$ cat src/sv/kaf_pkg.sv
`timescale 1ns / 1ps
`default_nettype none
// ----------------------------------------------------------------------------
// kaf_pkg
// Shared types, constants and helpers for the angle/bias Kalman filter core.
// ----------------------------------------------------------------------------
package kaf_pkg;

  localparam int unsigned CovFracBits = 28;
  localparam int unsigned DtFracBits  = 16;

  localparam int unsigned MulAW  = 36;
  localparam int unsigned MulBW  = 33;
  localparam int unsigned MulPW  = MulAW + MulBW;
  localparam int unsigned MulRW  = 48;

  localparam logic [30:0] AngleNoiseReset = 31'd268435;
  localparam logic [30:0] BiasNoiseReset  = 31'd805306;
  localparam logic [30:0] MeasNoiseReset  = 31'd8053064;

  localparam logic [1:0] RegAngleNoise = 2'd0;
  localparam logic [1:0] RegBiasNoise  = 2'd1;
  localparam logic [1:0] RegMeasNoise  = 2'd2;

  typedef logic [3:0] step_t;

  localparam step_t StepAngle  = 4'd0;
  localparam step_t StepT      = 4'd1;
  localparam step_t StepP00    = 4'd2;
  localparam step_t StepP11    = 4'd3;
  localparam step_t StepCorrA  = 4'd4;
  localparam step_t StepCorrB  = 4'd5;
  localparam step_t StepCovP10 = 4'd6;
  localparam step_t StepCovP11 = 4'd7;
  localparam step_t StepCovP01 = 4'd8;
  localparam step_t StepCovP00 = 4'd9;

  typedef struct packed {
    logic signed [MulAW-1:0] a;
    logic signed [MulBW-1:0] b;
    logic                    cov_scale;
  } mul_req_t;

  function automatic logic signed [31:0] sat32(input logic signed [MulRW-1:0] v);
    logic signed [31:0] r;
    if (v > 48'sh0000_7FFF_FFFF) r = 32'sh7FFF_FFFF;
    else if (v < -48'sh0000_8000_0000) r = -32'sh8000_0000;
    else r = v[31:0];
    return r;
  endfunction

endpackage
`default_nettype wire

$ cat src/sv/kaf_mul.sv
`timescale 1ns / 1ps
`default_nettype none
// ----------------------------------------------------------------------------
// kaf_mul
// Shared signed multiplier with registered product and round-half-up shift.
// ----------------------------------------------------------------------------
module kaf_mul #(
  parameter int unsigned COV_FRAC_BITS = kaf_pkg::CovFracBits
) (
  input  wire                                  clk_i,
  input  wire                                  rst_ni,
  input  kaf_pkg::mul_req_t                    req_i,
  output logic signed [kaf_pkg::MulRW-1:0]     res_o
);

  logic signed [kaf_pkg::MulPW-1:0] prod_q;
  logic                             cov_q;
  logic signed [kaf_pkg::MulPW:0]   sum;
  logic signed [kaf_pkg::MulPW:0]   shf;

  always_ff @(posedge clk_i or negedge rst_ni) begin
    if (!rst_ni) begin
      cov_q <= 1'b0;
    end else begin
      cov_q <= req_i.cov_scale;
    end
  end

  always_ff @(posedge clk_i) begin
    prod_q <= kaf_pkg::MulPW'(req_i.a) * kaf_pkg::MulPW'(req_i.b);
  end

  always_comb begin
    if (cov_q) begin
      sum = (kaf_pkg::MulPW + 1)'(prod_q) +
            ((kaf_pkg::MulPW + 1)'(1) <<< (COV_FRAC_BITS - 1));
      shf = sum >>> COV_FRAC_BITS;
    end else begin
      sum = (kaf_pkg::MulPW + 1)'(prod_q) +
            ((kaf_pkg::MulPW + 1)'(1) <<< (kaf_pkg::DtFracBits - 1));
      shf = sum >>> kaf_pkg::DtFracBits;
    end
    res_o = shf[kaf_pkg::MulRW-1:0];
  end

endmodule
`default_nettype wire

$ cat config.mk
export PLATFORM = sky130hd
export DESIGN_NAME = kaf_mul
export DESIGN_NICKNAME = d
export VERILOG_FILES = /design/src/sv/kaf_pkg.sv /design/src/sv/kaf_mul.sv
export SDC_FILE = /design/constraint.sdc
export NUM_CORES = 2
export LEC_CHECK = 0
export BUFFER_PORTS_ARGS = -buffer_cell sky130_fd_sc_hd__buf_2
export CAP_MARGIN = 20
export CORE_ASPECT_RATIO = 1.4
export CORE_MARGIN = 2
export CORE_UTILIZATION = 46
export DETAILED_ROUTE_END_ITERATION = 6
export PLACE_DENSITY = 0.69
export RECOVER_POWER = 100
export SLEW_MARGIN = 20
export SYNTH_ARGS = -nofsm -noshare
export SYNTH_HDL_FRONTEND = slang
export SYNTH_SLANG_ARGS = --single-unit
$ cat constraint.sdc
create_clock -name clk_i -period 2.88 [get_ports clk_i]
set_clock_uncertainty 0.1 [all_clocks]
set_input_delay 0.432 -clock clk_i [delete_from_list [all_inputs] [get_ports clk_i]]
set_output_delay 0.432 -clock clk_i [all_outputs]
set_load 0.01 [all_outputs]
# Word level (Yosys, flattened, before mapping)
# Cells that the tools add are included.
[word_totals]
ff_bits = 70
elab_cells = 6
input_bits = 72
[classes]
n_mul = 1
addsub = 2
n_mux = 1
[op_table]
columns = ["operator", "count"]
rows = [
  ["adder 69 x 29 -> 70 bit, second input constant", 1],
  ["multiplier 36 x 33 -> 69 bit", 1],
  ["adder 64 x 17 -> 64 bit, second input constant", 1],
  ["two-way mux 48 bit", 1],
]

# Logic depth before layout (Yosys ltp)
[logic_depth]
ltp_word = 2
depth_mapped = 30
depth_no_buf = 28

# Worst setup path after synthesis
# No wires, ideal clock.
[synth_path]
path_kind = "in2reg"
from = "in req_i[10] (netlist bit)"
to = "reg prod_q[68] (netlist bit)"
stages = 26
arrival_ns = 7.587
setup_ns = 0.072
path_slack_ns = -4.879
required_ns = 2.708
cell_sequence = "clkbuf_1 clkbuf_1 nand2_1 fa_1 fa_1 fa_1 inv_1 fa_1 fa_1 fa_1 fa_1 inv_1 fa_1 inv_1 ha_1 clkbuf_1 a21o_1 a21o_1 a21o_1 a21o_1 a21oi_1 o21ai_0 nor3_1 o21ai_1 a31oi_1 xnor2_1"
[synth_via]
elab_chain_cells = 1
[synth_rtl]
columns = ["item", "line_no", "source"]
rows = [
  ["start: declaration", "kaf_mul.sv:12", "input kaf_pkg::mul_req_t req_i,"],
  ["multiplier 36 x 33 -> 69 bit", "kaf_mul.sv:30", "prod_q <= kaf_pkg::MulPW'(req_i.a) * kaf_pkg::MulPW'(req_i.b);"],
  ["end signal: assignment", "kaf_mul.sv:30", ""],
  ["end: declaration", "kaf_mul.sv:16", "logic signed [kaf_pkg::MulPW-1:0] prod_q;"],
]
# No other way between the ends.

# Worst setup path in the final report
[layout_path]
from = "in req_i[2] (netlist bit)"
to = "reg prod_q[66] (netlist bit)"
# Same word-level chain as after synthesis.

==> results.txt <==
- Final Max Tran Viols: 0
- The flow ran to the end, but the final reports show violations.
- The die is 372 um tall.
- The finished cells cover 55,400 um2.
- The number of failing hold endpoints at the final stage was 0.
* Post-detailed-placement half-perimeter wirelength: 110,000 um
* Post-Layout Cell Count: 6,650
* Die ar.: 99,200 um2
- Remaining routing DRC violations: 0
* Via count of the first global-routing pass: 39,400
- After global routing the overflow that remains totals 0.
- Starting density of the core: about 47%
- Endpoint arrival time on the critical path: 7.36 ns
- Crit Path Max Fanout: 7
* Crit path max-delay cell type: sky130_fd_sc_hd__fa_2
* FF+latch count, synth: 55
- Number of clock sinks: 55
- For the worst setup path, the data required time is just under 3 ns.
* Violation count after the first detailed-routing iteration: 1,943
- The number of nets handed over by synthesis was 6,399.
- Via count normalized by instance count: 5.22
- Final-layout worst hold slack: roughly 0.13 ns
- Setup repair after global routing missed its margin: yes
* Highest clock frequency the design can meet: 0.138 GHz
- Area Overhead vs Synth: 24.5%
- Clock buffer depth: 2
- Clk pin slew, worst setup/hold paths: 0.07 ns
- Iteration count of the initial detailed-routing pass: 5
- The startpoint identified for the worst hold timing path is req_i[0].
* Share of flip-flops with an asynchronous set or reset: 1.82%
- Post-synth design cell area: 44,500 um2
- The worst hold path terminates at cov_q$_DFF_PN0_.
- Worst setup EP type: register
- Type of the worst min-delay path: primary input to register
- Total CTS buffers: 5
- CTS built an H-tree with a depth of 2.
- After layout, the worst setup slack is -4.38 ns.
* Commonest register cell after synthesis: sky130_fd_sc_hd__dfxtp_1
- Root Buffer Master: sky130_fd_sc_hd__clkbuf_16
- Most common cell type on the critical path: sky130_fd_sc_hd__fa_1
* Startpoint class of the critical path: primary input
- Setup violations remaining at the end of the flow were counted as 80.
- Most common cell after layout, fill and taps aside: sky130_fd_sc_hd__fa_1
- The routed layout has 34,700 vias.
* Top Ports: 120
- EDFF count, synth: 0
- Violated checks: setup timing
- At the end of the flow, the number of nets in the layout was 6,949.
- Post-placement cell area: 50,600 um2
- In this run the remaining antenna-violating nets after routing total 0.
- The worst pin sits at a relative slew slack of 55.3%.
- Summed over all layers, the routed wires come to 130,000 um.
- Final Wtd Congestion: between 0.9 and 1
- Routed wire length per instance: 19.6 um
- Entering global routing, the biggest net connects 56 pins.
* TritonCTS clock tree: done
- The number of antenna violations at the first check in global routing is 5.
* Number of cells after detailed placement: 6,502
- Counting instances, the worst hold path has a depth of 1.
* Post-Synthesis Mean Instance Area: slightly above 9 um2
- Count of standard-cell rows: 134
* Fraction of the cycle the final worst path needs: 252%
- The die is 267 um wide.
- The first global-routing pass estimated 207,000 um of wire.
- Leaving out fill and tap cells, the most frequent cells in the layout are sky130_fd_sc_hd__fa_1 (1,155), sky130_fd_sc_hd__inv_1 (1,135), sky130_fd_sc_hd__nand2_1 (616).
- Seq/Total Area, Yosys: 2.49%
- The smallest clock period supported by the final layout is computed as a little over 7 ns.
- Yosys printed 0 warnings.
* Max-cap violation count: 0
- Port Buffers: 119
- Setup slack at placement: -5.01 ns
- By startpoint and endpoint, the worst setup path is classified as primary input to register.
- Overall Global Routing Usage: 27.1%
- Measured slew at the worst slew-check pin: about 0.67 ns
- Synthesis produced a netlist whose cell count is 4,870.
- The largest single stage delay on the critical path is 0.60 ns.
- Area of the placeable core: 95,600 um2
- In the final layout, the share of cells above drive strength 1 is 24.9%.
- Count of unique library cells instantiated by Yosys: 63
[Yosys cell counts (5+ instances only)]
library cell                  n  area, um2
sky130_fd_sc_hd__a211oi_1     5       37.5
sky130_fd_sc_hd__a21boi_0     5       37.5
sky130_fd_sc_hd__a21o_1      29        218
sky130_fd_sc_hd__a21oi_1     94        470
sky130_fd_sc_hd__and2_1     602       3770
sky130_fd_sc_hd__and3_1      15       93.8
sky130_fd_sc_hd__and4_1       5       43.8
sky130_fd_sc_hd__clkbuf_1   253        950
sky130_fd_sc_hd__dfxtp_1     54       1080
sky130_fd_sc_hd__fa_1      1237      24800
sky130_fd_sc_hd__ha_1       220       2750
sky130_fd_sc_hd__inv_1     1209       4540
sky130_fd_sc_hd__nand2_1    648       2430
sky130_fd_sc_hd__nand2b_1    13       81.3
sky130_fd_sc_hd__nand3_1     31        155
sky130_fd_sc_hd__nand4_1     20        125
sky130_fd_sc_hd__nor2_1     116        435
sky130_fd_sc_hd__nor2b_1      7       43.8
sky130_fd_sc_hd__nor3_1      13       65.1
sky130_fd_sc_hd__o211ai_1     5       37.5
sky130_fd_sc_hd__o21a_1       5       37.5
sky130_fd_sc_hd__o21ai_0     55        275
sky130_fd_sc_hd__o21bai_1    10       75.1
sky130_fd_sc_hd__xnor2_1     87        762
sky130_fd_sc_hd__xor2_1      69        604
[how the worst max path moves through the flow]
stage	startpoint	end	slack (ns)	depth (start not counted)
global route	req_i[44]	prod_q[66]$_DFF_P_	-4.55	30
global placement	req_i[1]	prod_q[63]$_DFF_P_	-4.94	30
CTS	req_i[1]	prod_q[46]$_DFF_P_	-4.33	29
finish	req_i[2]	prod_q[66]$_DFF_P_	-4.38	29
floorplan	req_i[69]	prod_q[63]$_DFF_P_	-4.31	28
detailed placement	req_i[1]	prod_q[64]$_DFF_P_	-5.01	29
[cell type report]
| type | instances | area (um2) |
|---|---|---|
| tap | 1224 | 1530 |
| inverter | 1209 | 4540 |
| sequential | 55 | 1120 |
| fill | 8053 | 40200 |
| clock buffer | 5 | 125 |
| multi-input combinational | 3347 | 40500 |
| timing repair buffer | 802 | 7520 |
| clock inverter | 3 | 20.0 |
| antenna | 5 | 12.5 |
[logic make-up after synthesis]
group                      share of synthesized area, %
AOI/OAI and AO/OA                                  3.36
buffers and inverters                              12.4
adders and majority gates                          61.9
and+or+nand+nor                                    16.7
xor gates and xnor gates                           3.07
muxes                                            0.0253
DFF                                                2.49
[timing repair]
item	CTS	global route
setup buffers	85	50
endpoints found under the setup margin	90	89
hold buffers	1	0
gates cloned	7	7
resized for setup	543	311
pin swaps	297	277
endpoints found under the hold margin	1	0
[per-stage QoR]
step	util [%]	setup TNS, ns
2_1_floorplan	-	-202.12
3_3_place_gp	53.0	-246.11
3_5_place_dp	53.0	-247.94
4_1_cts	56.2	-221.53
5_1_grt	57.9	-235.82
6_report	57.9	-222.77
[registers in the layout (all words and copies together) (netlist names)]
register,count
cov_q,1
prod_q,54
[per-layer routing]
metal	vias to the layer above	share of wire (%)	GRT usage [%]
li1	15000	-	-
met1	18100	33	28.2
met2	1107	55	52.4
met3	488	3.7	2.03
met4	0	7.8	16.5
met5	-	0	0
[critical path: cells and delay by family]
family	cells	cell delay [ns]
xor+xnor	1	0.16
buf+inv	9	0.93
fa+ha+maj	9	4.38
simple gates	1	0.15
compound gates	9	1.31
Power is not shown: default switching activity piles up to over one toggle a cycle in this logic, so the estimate is an artifact.
