**src/sv/kaf_pkg.sv**
```systemverilog
`timescale 1ns / 1ps
`default_nettype none
// ----------------------------------------------------------------------------
// kaf_pkg
// Shared types, constants and helpers for the angle/bias Kalman filter core.
// ----------------------------------------------------------------------------
package kaf_pkg;

  localparam int unsigned CovFracBits = 28;
  localparam int unsigned DtFracBits  = 16;

  localparam int unsigned MulAW  = 36;
  localparam int unsigned MulBW  = 33;
  localparam int unsigned MulPW  = MulAW + MulBW;
  localparam int unsigned MulRW  = 48;

  localparam logic [30:0] AngleNoiseReset = 31'd268435;
  localparam logic [30:0] BiasNoiseReset  = 31'd805306;
  localparam logic [30:0] MeasNoiseReset  = 31'd8053064;

  localparam logic [1:0] RegAngleNoise = 2'd0;
  localparam logic [1:0] RegBiasNoise  = 2'd1;
  localparam logic [1:0] RegMeasNoise  = 2'd2;

  typedef logic [3:0] step_t;

  localparam step_t StepAngle  = 4'd0;
  localparam step_t StepT      = 4'd1;
  localparam step_t StepP00    = 4'd2;
  localparam step_t StepP11    = 4'd3;
  localparam step_t StepCorrA  = 4'd4;
  localparam step_t StepCorrB  = 4'd5;
  localparam step_t StepCovP10 = 4'd6;
  localparam step_t StepCovP11 = 4'd7;
  localparam step_t StepCovP01 = 4'd8;
  localparam step_t StepCovP00 = 4'd9;

  typedef struct packed {
    logic signed [MulAW-1:0] a;
    logic signed [MulBW-1:0] b;
    logic                    cov_scale;
  } mul_req_t;

  function automatic logic signed [31:0] sat32(input logic signed [MulRW-1:0] v);
    logic signed [31:0] r;
    if (v > 48'sh0000_7FFF_FFFF) r = 32'sh7FFF_FFFF;
    else if (v < -48'sh0000_8000_0000) r = -32'sh8000_0000;
    else r = v[31:0];
    return r;
  endfunction

endpackage
`default_nettype wire

```
**src/sv/kaf_div.sv**
```systemverilog
`timescale 1ns / 1ps
`default_nettype none
// ----------------------------------------------------------------------------
// kaf_div
// Serial restoring divider for the gains, one quotient bit per cycle.
// ----------------------------------------------------------------------------
module kaf_div #(
  parameter int unsigned COV_FRAC_BITS = kaf_pkg::CovFracBits
) (
  input  wire                clk_i,
  input  wire                rst_ni,
  input  wire                start_i,
  input  wire signed [31:0]  num_i,
  input  wire        [32:0]  den_i,
  output logic               done_o,
  output logic signed [31:0] quo_o
);

  localparam int unsigned NW = 32 + COV_FRAC_BITS;
  localparam int unsigned DW = 33;
  localparam int unsigned CW = $clog2(NW);

  logic [NW-1:0] num_q;
  logic [NW-1:0] quo_q;
  logic [DW:0]   rem_q;
  logic [DW-1:0] den_q;
  logic          neg_q;
  logic          busy_q;
  logic          done_q;
  logic [CW-1:0] cnt_q;
  logic [DW:0]   rem_sh;
  logic [DW+1:0] diff;
  logic [32:0]   mag;

  assign rem_sh = {rem_q[DW-1:0], num_q[NW-1]};
  assign diff   = {1'b0, rem_sh} - {2'b00, den_q};
  assign mag    = num_i[31] ? (33'd0 - {num_i[31], num_i}) : {1'b0, num_i};

  always_ff @(posedge clk_i or negedge rst_ni) begin
    if (!rst_ni) begin
      busy_q <= 1'b0;
      done_q <= 1'b0;
      cnt_q  <= '0;
    end else begin
      done_q <= 1'b0;
      if (start_i) begin
        busy_q <= 1'b1;
        cnt_q  <= '0;
      end else if (busy_q) begin
        cnt_q <= cnt_q + CW'(1);
        if (cnt_q == CW'(NW - 1)) begin
          busy_q <= 1'b0;
          done_q <= 1'b1;
        end
      end
    end
  end

  always_ff @(posedge clk_i) begin
    if (start_i) begin
      num_q <= {mag[31:0], {COV_FRAC_BITS{1'b0}}};
      quo_q <= '0;
      rem_q <= '0;
      den_q <= den_i;
      neg_q <= num_i[31];
    end else if (busy_q) begin
      num_q <= {num_q[NW-2:0], 1'b0};
      if (!diff[DW+1]) begin
        rem_q <= diff[DW:0];
        quo_q <= {quo_q[NW-2:0], 1'b1};
      end else begin
        rem_q <= rem_sh;
        quo_q <= {quo_q[NW-2:0], 1'b0};
      end
    end
  end

  always_comb begin
    if (neg_q) begin
      if ((|quo_q[NW-1:32]) || (quo_q[31] && (|quo_q[30:0]))) quo_o = -32'sh8000_0000;
      else quo_o = 32'(32'd0 - quo_q[31:0]);
    end else begin
      if (|quo_q[NW-1:31]) quo_o = 32'sh7FFF_FFFF;
      else quo_o = quo_q[31:0];
    end
  end

  assign done_o = done_q;

endmodule
`default_nettype wire

```
**config.mk**
```make
export PLATFORM = sky130hd
export DESIGN_NAME = kaf_div
export DESIGN_NICKNAME = d
export VERILOG_FILES = /design/src/sv/kaf_pkg.sv /design/src/sv/kaf_div.sv
export SDC_FILE = /design/constraint.sdc
export NUM_CORES = 1
export LEC_CHECK = 0
export ABC_CLOCK_PERIOD_IN_PS = 3200
export BUFFER_PORTS_ARGS = -buffer_cell sky130_fd_sc_hd__buf_2
export CAP_MARGIN = 20
export CORE_MARGIN = 2
export CORE_UTILIZATION = 54
export DETAILED_ROUTE_END_ITERATION = 8
export PLACE_DENSITY_LB_ADDON = 0.2
export SYNTH_ARGS = -nofsm -noshare
export SYNTH_HDL_FRONTEND = slang
export SYNTH_SLANG_ARGS = --single-unit
```
**constraint.sdc**
```tcl
create_clock -name clk_i -period 3.2 [get_ports clk_i]
set_input_delay 0.64 -clock clk_i [delete_from_list [all_inputs] [get_ports clk_i]]
set_output_delay 0.64 -clock clk_i [all_outputs]
set_load 0.03 [all_outputs]
```
Word-level counts from Yosys, hierarchy flattened. Index checks and enable logic that the tools add are counted.

Bits in registers: 167. Bits of input ports: 68. Output and inout bits: 33. Word-level logic and storage cells: 35.

$add $sub $neg: 4. Equality and inequality tests: 1. Muxes and demuxes: 16. Reductions and logical operators: 6.

Operators with widths (count): 32-bit 2-to-1 mux (4); 60-bit 2-to-1 mux (2); 1-bit by 32-bit subtractor with 32-bit output (first input constant) (2); 34-bit by 33-bit subtractor with 35-bit output (1); 33-bit 2-to-1 mux (1); 31-bit OR reduction (1); 29-bit OR reduction (1); 28-bit OR reduction (1); 6-bit 2-to-1 mux (2); 1-bit 2-to-1 mux (7); 6-bit by 1-bit adder with 6-bit output (second input constant) (1); 6-bit equality test (second input constant) (1); 2-bit nonzero test (1); 1-bit logical AND (1); 1-bit logical OR (1).

Depth between registers and ports, before layout. Gate-level depths: netlist (run 1).

Depth after elaboration: 5. Gate-level depth with buffers: 14. Mapped depth without buffers: 12.

Least setup slack after synthesis (run 1). Ideal clock, no wire load.

Path type: reg-to-output. Start point: reg quo_q[0]. End point: out quo_o[14]. Data arrival time: 3.630 ns. Data required time: 2.560 ns. Slack: -1.070 ns. Stages on the path, launching flop included: 12. Buffers on the path: 1. Cell sequence: dfxtp_1 inv_1 ha_1 or3b_1 nor3_1 nand2_1 o41ai_4 nand2_1 inv_2 nand2_1 clkbuf_1 o311ai_0.

Longest elaborated chain between the ends: 5. Elaborated cells between the ends (all ways): 6. Classes of those cells: 1 x add/sub; 2 x mux; 3 x reduce/logical.

RTL lines: start: declaration (RTL line kaf_div.sv:24) `logic [NW-1:0] quo_q;`; start signal: assignment (RTL line kaf_div.sv:70) `quo_q <= {quo_q[NW-2:0], 1'b1};`; start signal: assignment (RTL line kaf_div.sv:73) `quo_q <= {quo_q[NW-2:0], 1'b0};`; branches (longest 3 deep; another with 1-bit by 32-bit subtractor with 32-bit output); 32-bit 2-to-1 mux (*) (RTL line kaf_div.sv:80) `if ((|quo_q[NW-1:32]) || (quo_q[31] && (|quo_q[30:0]))) quo_o = -32'sh8000_0000;`; 32-bit 2-to-1 mux (*) (RTL line kaf_div.sv:79) `if (neg_q) begin`; end: declaration (RTL line kaf_div.sv:16) `output logic signed [31:0] quo_o`.

Every way passes the cells marked *.

Worst setup path in the final report (run 1).
Start point: reg quo_q[1]. End point: out quo_o[11].

Same word-level chain as after synthesis.

==> impl_metrics.tcl, run 1 <==
set metrics [dict create \
    pre_cts_slack_ns -0.472 \
    finalWirelength_mm 24.4 \
    synth.area.top_cells "edfxtp_1 20%, dfxtp_1 19%, mux2i_1 6.4%, nor2_1 5.8%, ha_1 4.6%" \
    ys_seq_area_frac 0.411 \
    endpoint "quo_o[11]" \
    clock_latency_ns 0.43 \
    path_class "flop to primary output" \
    crit_slowest_cell "or3b_4" \
    regToRegSetupSlack_ns 0.01 \
    fin_nets 1403 \
    async_flop_share 0.0479 \
    coreArea_sq_mm 0.0179 \
    tightestPinTransition_ns 0.883 \
    postRouteAntennaNets 0 \
    violations "negative setup slack" \
    die-area_sq_mm 0.0193 \
    yosys-top-cells-count "152 x nor2_1, 108 x nand2_1, 93 x dfxtp_1" \
    clock_path_buffers 2 \
    skew_ns 0.0135 \
    final.min_clock_period_ns 3.66 \
    syn_to_final_growth_pct 32.9 \
    outcome "finished with violations" \
    finalHoldViolations 0 \
    initial_core_util 0.550 \
    endpoint_kind "primary output" \
    finalNonFillerCells 1540 \
    synth_most_common_cell "nor2_1" \
    synth_top_area_share 0.201 \
    max_freq_ghz 0.273 \
    synth_ff_type "dfxtp_1" \
    worst-path-stages 12 \
    root_buffer "clkbuf_16" \
    period_share 1.15 \
    antenna_cells 0 \
    synth-warning-count 0 \
    slowest_delay_ns 0.39 \
    numCtsBuffers 17 \
    wire_per_inst_um 15.8 \
    p_per_area_mw_per_mm2 763 \
    clk_pin_slew_worst_paths_ns 0.07 \
    worst_ep_required_time_ns 2.56 \
    synth-seq-cells 167 \
    grt_pass1_vias 8315 \
    drive_gt1_frac 0.285 \
    clock_sinks 167 \
    crit_buf_inv 4 \
    crit_fanout 9 \
    drcViolationCount 0 \
    reg2reg_from "num_q[59]" \
    regArea_sq_mm 0.00405 \
    synth_cell_type_count 67 \
    crit_path_start "quo_q[1]" \
    rsz0062_at_grt "yes" \
    grtUsageTotal 0.240 \
    num_vias 9013 \
    crit_family "simple AND/OR/NAND/NOR gates" \
    fillCellCount 1208 \
    grt_max_degree 94 \
    multi_input_area_sq_mm 0.00614 \
    p_leak_nw 5.89 \
    synth_top_area_cell "edfxtp_1" \
    utilization 0.731 \
    start_kind "flop" \
    numPortBuffers 100 \
    gr-total-overflow 0 \
    cp_common_cell "nand2_2" \
    finalWeightedCongestion 0.895 \
    drv_cap 0 \
    dp.cells 1482 \
    synthesis.area_sq_mm 0.00984 \
    htree_levels 4 \
    grt_pass1_wl_mm 39.3 \
    syn_avg_cell_area_sq_um 8.79 \
    drtPass1Iterations 6 \
    cp_data_arrival_time_ns 3.02 \
    drv_slew 0 \
    io-pin-count 101 \
    antenna_found_initial 0 \
    synth_edf_count 66 \
    syn_nets 1224 \
    setup_viol_count_final 32 \
    rr_endpoint "rem_q[5]" \
    fin_tns_setup_ns -12.05 \
    totalPowerFinal_mw 9.98 \
    vias_per_cell 5.85 \
    drtIter0Drc 638 \
    ir_drop_mv 0.607 \
    hold_class "input pin to asynchronous set/reset pin" \
    relSlewSlack 0.411 \
    fp-row-count 49 \
    hold_buffers 0 \
    die_w_um 139 \
    hpwl_mm 15.7 \
    worstRegToRegCells 15 \
    syn_inst 1119 \
    tritoncts "done" \
    die_h_um 139 \
    finalWorstSetupSlack_ns -0.464 \
    path_cells "inv_4, ha_4, or3b_4, nor3_4, nand2_2, o41ai_4, nand2_2, inv_2, nand2_4, buf_12, o311ai_4, buf_6" \
]
[how the worst min path moves through the flow]
stage               from  slack, ns  depth (start not counted)        end
3_3_place_gp   rem_q[32]       0.47                          2  rem_q[32]
4_1_cts           rst_ni       0.03                          1     done_o
6_report          rst_ni       0.03                          1     done_o
3_5_place_dp   rem_q[27]       0.48                          2  rem_q[27]
5_1_grt           rst_ni       0.03                          1   cnt_q[4]
2_1_floorplan     rst_ni       0.34                          0     busy_q
[logic make-up after synthesis]
family	Yosys count	synth area share
adders and majority gates	37	0.0478
buffers and inverters	118	0.0458
muxes	68	0.0698
DFF	167	0.411
AOI/OAI and AO/OA	269	0.184
and+or+nand+nor	407	0.195
xor gates and xnor gates	53	0.0472
[layout by cell type (no fill, tap or decap), types with 8 or more instances in the layout]
| master | instances |
|---|---|
| a211oi_1 | 9 |
| a21o_1 | 14 |
| a21oi_1 | 73 |
| a311oi_1 | 16 |
| a311oi_2 | 9 |
| buf_12 | 9 |
| buf_2 | 65 |
| buf_4 | 108 |
| buf_6 | 37 |
| clkbuf_16 | 19 |
| dfxtp_1 | 90 |
| edfxtp_1 | 66 |
| ha_1 | 33 |
| inv_1 | 50 |
| mux2i_1 | 63 |
| nand2_1 | 93 |
| nand2_2 | 8 |
| nand3_1 | 13 |
| nand4_1 | 11 |
| nor2_1 | 150 |
| nor2b_1 | 8 |
| nor3_1 | 23 |
| nor4_1 | 12 |
| o21ai_0 | 44 |
| o311ai_4 | 22 |
| o31ai_1 | 8 |
| or2_2 | 8 |
| or3_1 | 15 |
| xnor2_1 | 15 |
| xor2_1 | 38 |
[stage by stage]
stage                     area, sq um  hold slack (ns)
after global placement          11700            0.473
after CTS                       12600           0.0336
after detailed placement        11700            0.477
final                           13100           0.0346
after floorplan                 10400            0.344
after global routing            13100           0.0316
[state kept, by name (all words and copies together) (netlist names)]
| register | flops |
|---|---|
| busy_q | 1 |
| cnt_q | 6 |
| den_q | 33 |
| done_o | 1 |
| neg_q | 1 |
| num_q | 32 |
| quo_q | 60 |
| rem_q | 33 |
[metal layers]
metal  track usage  share of wire  up-vias
met5             0              0        -
met4        0.0606         0.0093        0
met3        0.0445          0.049       19
met2         0.379           0.47      272
met1         0.343           0.47     4283
li1              -              -     4439
[timing repair]
item | 4_1_cts | 5_1_grt
setup endpoints to repair | 34 | 67
pin swaps | 11 | 39
gates resized for setup | 87 | 71
gates cloned | 0 | 1
buffers inserted | 8 | 17
[cell type report]
cell class | count | share of cell area
Timing Repair Buffer | 221 | 0.136
Clock buffer | 19 | 0.0355
Sequential cell | 167 | 0.310
Multi-Input combinational cell | 834 | 0.469
Inverter | 57 | 0.0179
Tap cell | 229 | 0.0219
Clock inverter | 13 | 0.00995
[power by group]
| part | switching, mW | total (mW) | internal (mW) |
|---|---|---|---|
| clock network | 0.914 | 2.08 | 1.16 |
| registers | 0.220 | 2.73 | 2.50 |
| logic | 2.72 | 5.18 | 2.47 |
Power figures use the tool's default switching activity.
==> run 2: changes to the inputs <==
--- a/config.mk
+++ b/config.mk
@@ -8,10 +8,12 @@
 export ABC_CLOCK_PERIOD_IN_PS = 3200
 export BUFFER_PORTS_ARGS = -buffer_cell sky130_fd_sc_hd__buf_2
 export CAP_MARGIN = 20
+export CORE_ASPECT_RATIO = 0.6
 export CORE_MARGIN = 2
 export CORE_UTILIZATION = 54
 export DETAILED_ROUTE_END_ITERATION = 8
 export PLACE_DENSITY_LB_ADDON = 0.2
+export SETUP_SLACK_MARGIN = 0.2
 export SYNTH_ARGS = -nofsm -noshare
 export SYNTH_HDL_FRONTEND = slang
 export SYNTH_SLANG_ARGS = --single-unit
==> run 2 against run 1 <==
Net effect: the run still ends with negative setup slack left; setup slack lost 0.093 ns; total power grew 5.9%; final area grew 4.8%; largest power group unchanged.
==> impl_metrics.tcl, run 2 (synthesis results as in run 1) <==
set metrics [dict create \
    intPower_mw 6.27 \
    finalWorstSetupSlack_ns -0.557 \
    vias_per_cell 5.93 \
    largest_registers "quo_q x60, den_q x33, rem_q x33" \
    grt_pass1_vias 8449 \
    endpoint_kind "primary output" \
    setup_viol_count_final 32 \
    die_h_um 109 \
    rsz0062_at_grt "yes" \
    worstRegToRegCells 14 \
    worst_ep_required_time_ns 2.56 \
    root_buffer "clkbuf_16" \
    registers.top_by_ff_count "quo_q" \
    num_vias 9414 \
    whs_ns 0.0276 \
    finalHoldViolations 0 \
    finalWeightedCongestion 0.908 \
    pre_cts_slack_ns -0.522 \
    numPortBuffers 100 \
    clock_path_buffers 2 \
    slowest_delay_ns 0.40 \
    grt_max_degree 122 \
    hold_class "input pin to asynchronous set/reset pin" \
    fp-row-count 38 \
    reg2reg_from "num_q[59]" \
    drtIter0Drc 994 \
    comb_power_share 0.542 \
    fin_nets 1438 \
    drive_gt1_frac 0.340 \
    antenna_found_initial 2 \
    clkPwrFrac 0.199 \
    postRouteAntennaNets 0 \
    finalNonFillerCells 1587 \
    gr-total-overflow 0 \
    finalWirelength_mm 28.7 \
    hpwl_mm 17.9 \
    drv_cap 0 \
    fin_tns_setup_ns -14.89 \
    final_area_sq_mm 0.0137 \
    grtUsageTotal 0.280 \
    largest_reg_flops 60 \
    relSlewSlack 0.466 \
    htree_levels 4 \
    cp_data_arrival_time_ns 3.12 \
    path_class "flop to primary output" \
    die-area_sq_mm 0.0193 \
    clock_sinks 167 \
    clk_pin_slew_worst_paths_ns 0.07 \
    power_frac_seq 0.259 \
    die_w_um 178 \
    grt_pass1_wl_mm 42.9 \
    skew_ns 0.0103 \
    regToRegSetupSlack_ns 0.02 \
    drv_slew 0 \
    tightestPinTransition_ns 0.801 \
    p_per_area_mw_per_mm2 772 \
    violations "negative setup slack" \
    ir_drop_mv 0.442 \
    crit_slowest_cell "or3b_4" \
    tritoncts "done" \
    outcome "finished with violations" \
    io-pin-count 101 \
    drtPass1Iterations 5 \
    hold_buffers 0 \
    rr_endpoint "rem_q[3]" \
    final_cell_mix "150 x nor2_1, 124 x buf_4, 89 x dfxtp_1" \
    path_cells "inv_4, ha_4, or3b_4, nor3_4, nand2_2, o41ai_4, nand2_2, inv_2, nand2_8, buf_6, o311ai_4, buf_6" \
    syn_to_final_growth_pct 39.3 \
    initial_core_util 0.547 \
    max_freq_ghz 0.266 \
    power.switching_mw 4.31 \
    switching_share 0.407 \
    place_area_sq_mm 0.0119 \
    start_kind "flop" \
    p_leak_nw 6.16 \
    period_share 1.17 \
    crit_fanout 6 \
    drcViolationCount 0 \
    final.min_clock_period_ns 3.76 \
    final_common_cell "nor2_1" \
    numCtsBuffers 17 \
    wire_per_inst_um 18.1 \
    dp.cells 1516 \
    coreArea_sq_mm 0.0180 \
    clock_latency_ns 0.44 \
]
-- run 2: cell type report --
class                   instances  area, sq um
repair buffers                253         2080
flip-flops and latches        167         4060
inverters                      57          234
clock inverters                12          125
clock buffers                  20          479
diodes                          1         2.50
fillers                      1180         4270
multi-input cells             837         6430
well taps                     240          300
-- run 2: how the worst max path moves through the flow --
stage | startpoint | end
3_5_place_dp | num_i[0] | num_q[58]
3_3_place_gp | num_i[0] | num_q[58]
6_report | quo_q[1] | quo_o[6]
4_1_cts | quo_q[1] | quo_o[6]
2_1_floorplan | quo_q[1] | quo_o[19]
5_1_grt | quo_q[1] | quo_o[22]
-- run 2: layer usage --
metal | vias to the layer above | share of wire | track usage
met1 | 4426 | 0.47 | 0.420
met5 | - | 0.00045 | 0
met2 | 402 | 0.43 | 0.393
li1 | 4524 | - | -
met4 | 2 | 0.022 | 0.0865
met3 | 60 | 0.081 | 0.0700
-- run 2: stage by stage --
stage / util / power, mW
final: 0.763 / 10.6
after global routing: 0.763 / 11.1
after CTS: 0.728 / 9.43
after detailed placement: 0.665 / 6.95
after global placement: 0.665 / 6.85
after floorplan: - / 5.74
-- run 2: timing repair --
action / in CTS / in global routing
setup buffers: 16 / 15
cloned: 2 / 5
gates resized for setup: 110 / 103
endpoints found under the setup margin: 67 / 70
pin swaps: 27 / 50
-- run 2: power by group through the flow --
stage / Combinational (mW) / Clock (mW) / Sequential [mW]
floorplan: 3.05 / 0 / 2.69
finish: 5.73 / 2.11 / 2.74
CTS: 4.62 / 2.13 / 2.69
global placement: 4.12 / 0 / 2.73
detailed placement: 4.22 / 0 / 2.73
global route: 6.10 / 2.23 / 2.77
-- run 2: critical path, delay by kind of cell, from the launching register on --
| family | cells | cell delay [ns] |
|---|---|---|
| simple gates | 5 | 0.95 |
| buf+inv | 4 | 0.56 |
| compound gates | 2 | 0.67 |
| flops | 1 | 0.36 |
| fa+ha+maj | 1 | 0.13 |
==> run 3: changes to the inputs <==
--- a/config.mk
+++ b/config.mk
@@ -5,12 +5,14 @@
 export SDC_FILE = /design/constraint.sdc
 export NUM_CORES = 1
 export LEC_CHECK = 0
-export ABC_CLOCK_PERIOD_IN_PS = 3200
+export ABC_CLOCK_PERIOD_IN_PS = 3400
 export BUFFER_PORTS_ARGS = -buffer_cell sky130_fd_sc_hd__buf_2
 export CAP_MARGIN = 20
+export CELL_PAD_IN_SITES_DETAIL_PLACEMENT = 1
+export CELL_PAD_IN_SITES_GLOBAL_PLACEMENT = 2
 export CORE_ASPECT_RATIO = 0.6
 export CORE_MARGIN = 2
-export CORE_UTILIZATION = 54
+export CORE_UTILIZATION = 33
 export DETAILED_ROUTE_END_ITERATION = 8
 export PLACE_DENSITY_LB_ADDON = 0.2
 export SETUP_SLACK_MARGIN = 0.2
==> constraint.sdc (replaced) <==
create_clock -name clk_i -period 3.4 [get_ports clk_i]
set_input_delay 0.68 -clock clk_i [delete_from_list [all_inputs] [get_ports clk_i]]
set_output_delay 0.68 -clock clk_i [all_outputs]
set_load 0.03 [all_outputs]
==> run 3 against run 2 <==
Net effect: the run still ends with negative setup slack left; critical path depth unchanged; worst hold slack improved by 0.056 ns; combinational power decreased by 5.1%; clock skew grew 0.0018 ns; die area is 62% higher; critical path type unchanged.
==> impl_metrics.tcl, run 3 (synthesis results as in run 1) <==
set metrics [dict create \
    setup_viol_count_final 32 \
    fin_nets 1410 \
    place_area_sq_mm 0.0119 \
    syn_to_final_growth_pct 39.1 \
    endpoint_kind "primary output" \
    crit_fanout 8 \
    final_cell_mix "150 x nor2_1, 106 x buf_4, 89 x dfxtp_1" \
    die-area_sq_mm 0.0313 \
    path_class "flop to primary output" \
    drv_slew 0 \
    finalWeightedCongestion 0.788 \
    utilization 0.472 \
    root_buffer "clkbuf_16" \
    die_w_um 227 \
    tightestPinTransition_ns 0.803 \
    relSlewSlack 0.465 \
    grt_max_degree 99 \
    crit_family "simple AND/OR/NAND/NOR gates" \
    largest_registers "quo_q x60, den_q x33, rem_q x33" \
    final_common_cell "nor2_1" \
    crit_slowest_cell "or3b_4" \
    largest_reg_flops 60 \
    slowest_delay_ns 0.40 \
    clock_latency_ns 0.45 \
    path_cells "inv_2, ha_4, or3b_4, nor3_4, nand2_2, o41ai_4, nand2_2, inv_2, nand2_4, buf_12, o311ai_4, buf_6" \
    clk_pin_slew_worst_paths_ns 0.07 \
    tritoncts "done" \
    registers.top_by_ff_count "quo_q" \
    clock_path_buffers 2 \
    antenna_cells 0 \
    p_per_area_mw_per_mm2 737 \
    drive_gt1_frac 0.314 \
    vias_per_cell 5.27 \
    antenna_found_initial 0 \
    finalWorstSetupSlack_ns -0.358 \
    initial_core_util 0.339 \
    cp_data_arrival_time_ns 3.08 \
    p_leak_nw 6.03 \
    io-pin-count 101 \
    numCtsBuffers 17 \
    drtPass1Iterations 5 \
    max_freq_ghz 0.266 \
    crit_buf_inv 4 \
    clock_sinks 167 \
    finalNonFillerCells 1718 \
    wire_per_inst_um 18.4 \
    outcome "finished with violations" \
    period_share 1.11 \
    finalHoldViolations 0 \
    reg2reg_from "num_q[59]" \
    start_kind "flop" \
    rsz0062_at_grt "yes" \
    final_area_sq_mm 0.0137 \
    hpwl_mm 21.7 \
    fp-row-count 48 \
    num_vias 9061 \
    ir_drop_mv 0.270 \
    fin_tns_setup_ns -8.62 \
    coreArea_sq_mm 0.0290 \
    drv_cap 0 \
    hold_class "input pin to asynchronous set/reset pin" \
    grt_pass1_wl_mm 49.5 \
    numPortBuffers 100 \
    pre_cts_slack_ns -0.313 \
    whs_ns 0.0837 \
    worst_ep_required_time_ns 2.72 \
    totalPowerFinal_mw 10.1 \
    gr-total-overflow 0 \
    htree_levels 4 \
    drcViolationCount 0 \
    postRouteAntennaNets 0 \
    crit_path_start "quo_q[0]" \
    die_h_um 138 \
    violations "negative setup slack" \
    final.min_clock_period_ns 3.76 \
    grt_pass1_vias 8942 \
    worst-path-stages 12 \
    grtUsageTotal 0.202 \
    drtIter0Drc 576 \
    skew_ns 0.0121 \
    finalWirelength_mm 31.6 \
    dp.cells 1654 \
    worstRegToRegCells 15 \
]
## run 3: cell type report
cell class,instances,area [sq um]
clock buffer,28,572
clock inverter,4,52.6
multi-input combinational,835,6430
sequential,167,4050
tap,400,500
fill,3252,15300
timing repair buffer,227,1840
inverter,57,231
## run 3: metal layers
layer	routed length [um]	vias up	track usage
met1	17600	4474	0.320
met5	0	-	0
met2	12900	111	0.275
li1	-	4458	-
met4	265	0	0.0508
met3	806	18	0.0326
## run 3: final timing paths
kind                            slack, ns   endpoint
worst max-delay path                -0.36  quo_o[11]
worst min-delay path                 0.08   cnt_q[3]
worst max register to register       0.10   rem_q[1]
worst min register to register       0.51  rem_q[27]
max in group asynchronous            3.10     busy_q
min in group clk_i                   0.40  den_q[13]
## run 3: what timing repair did
action	4_1_cts	5_1_grt
cloned	0	5
setup buffers	11	16
hold buffers	0	0
gates resized for setup	100	117
pin swaps	19	41
endpoints found under the setup margin	64	68
## run 3: worst register-to-register path, stage by stage (launching register included)
cell       delay (ns)
edfxtp_1         0.39
inv_1            0.08
ha_2             0.19
inv_2            0.04
fa_2             0.35
a21o_1           0.22
a221oi_4         0.35
o2bb2ai_4        0.13
o211ai_1         0.33
a211oi_4         0.15
buf_4            0.17
or2_4            0.33
buf_8            0.17
buf_4            0.13
nand2_2          0.04
a311oi_1         0.08
## run 3: power by group
group / leakage, nW / total (mW) / internal (mW) / switching (mW)
Sequential: 1.52 / 2.56 / 2.36 / 0.207
Clock: 0.302 / 2.07 / 1.23 / 0.846
Combinational: 4.21 / 5.44 / 2.42 / 3.02
Total: 6.03 / 10.1 / 6.00 / 4.08
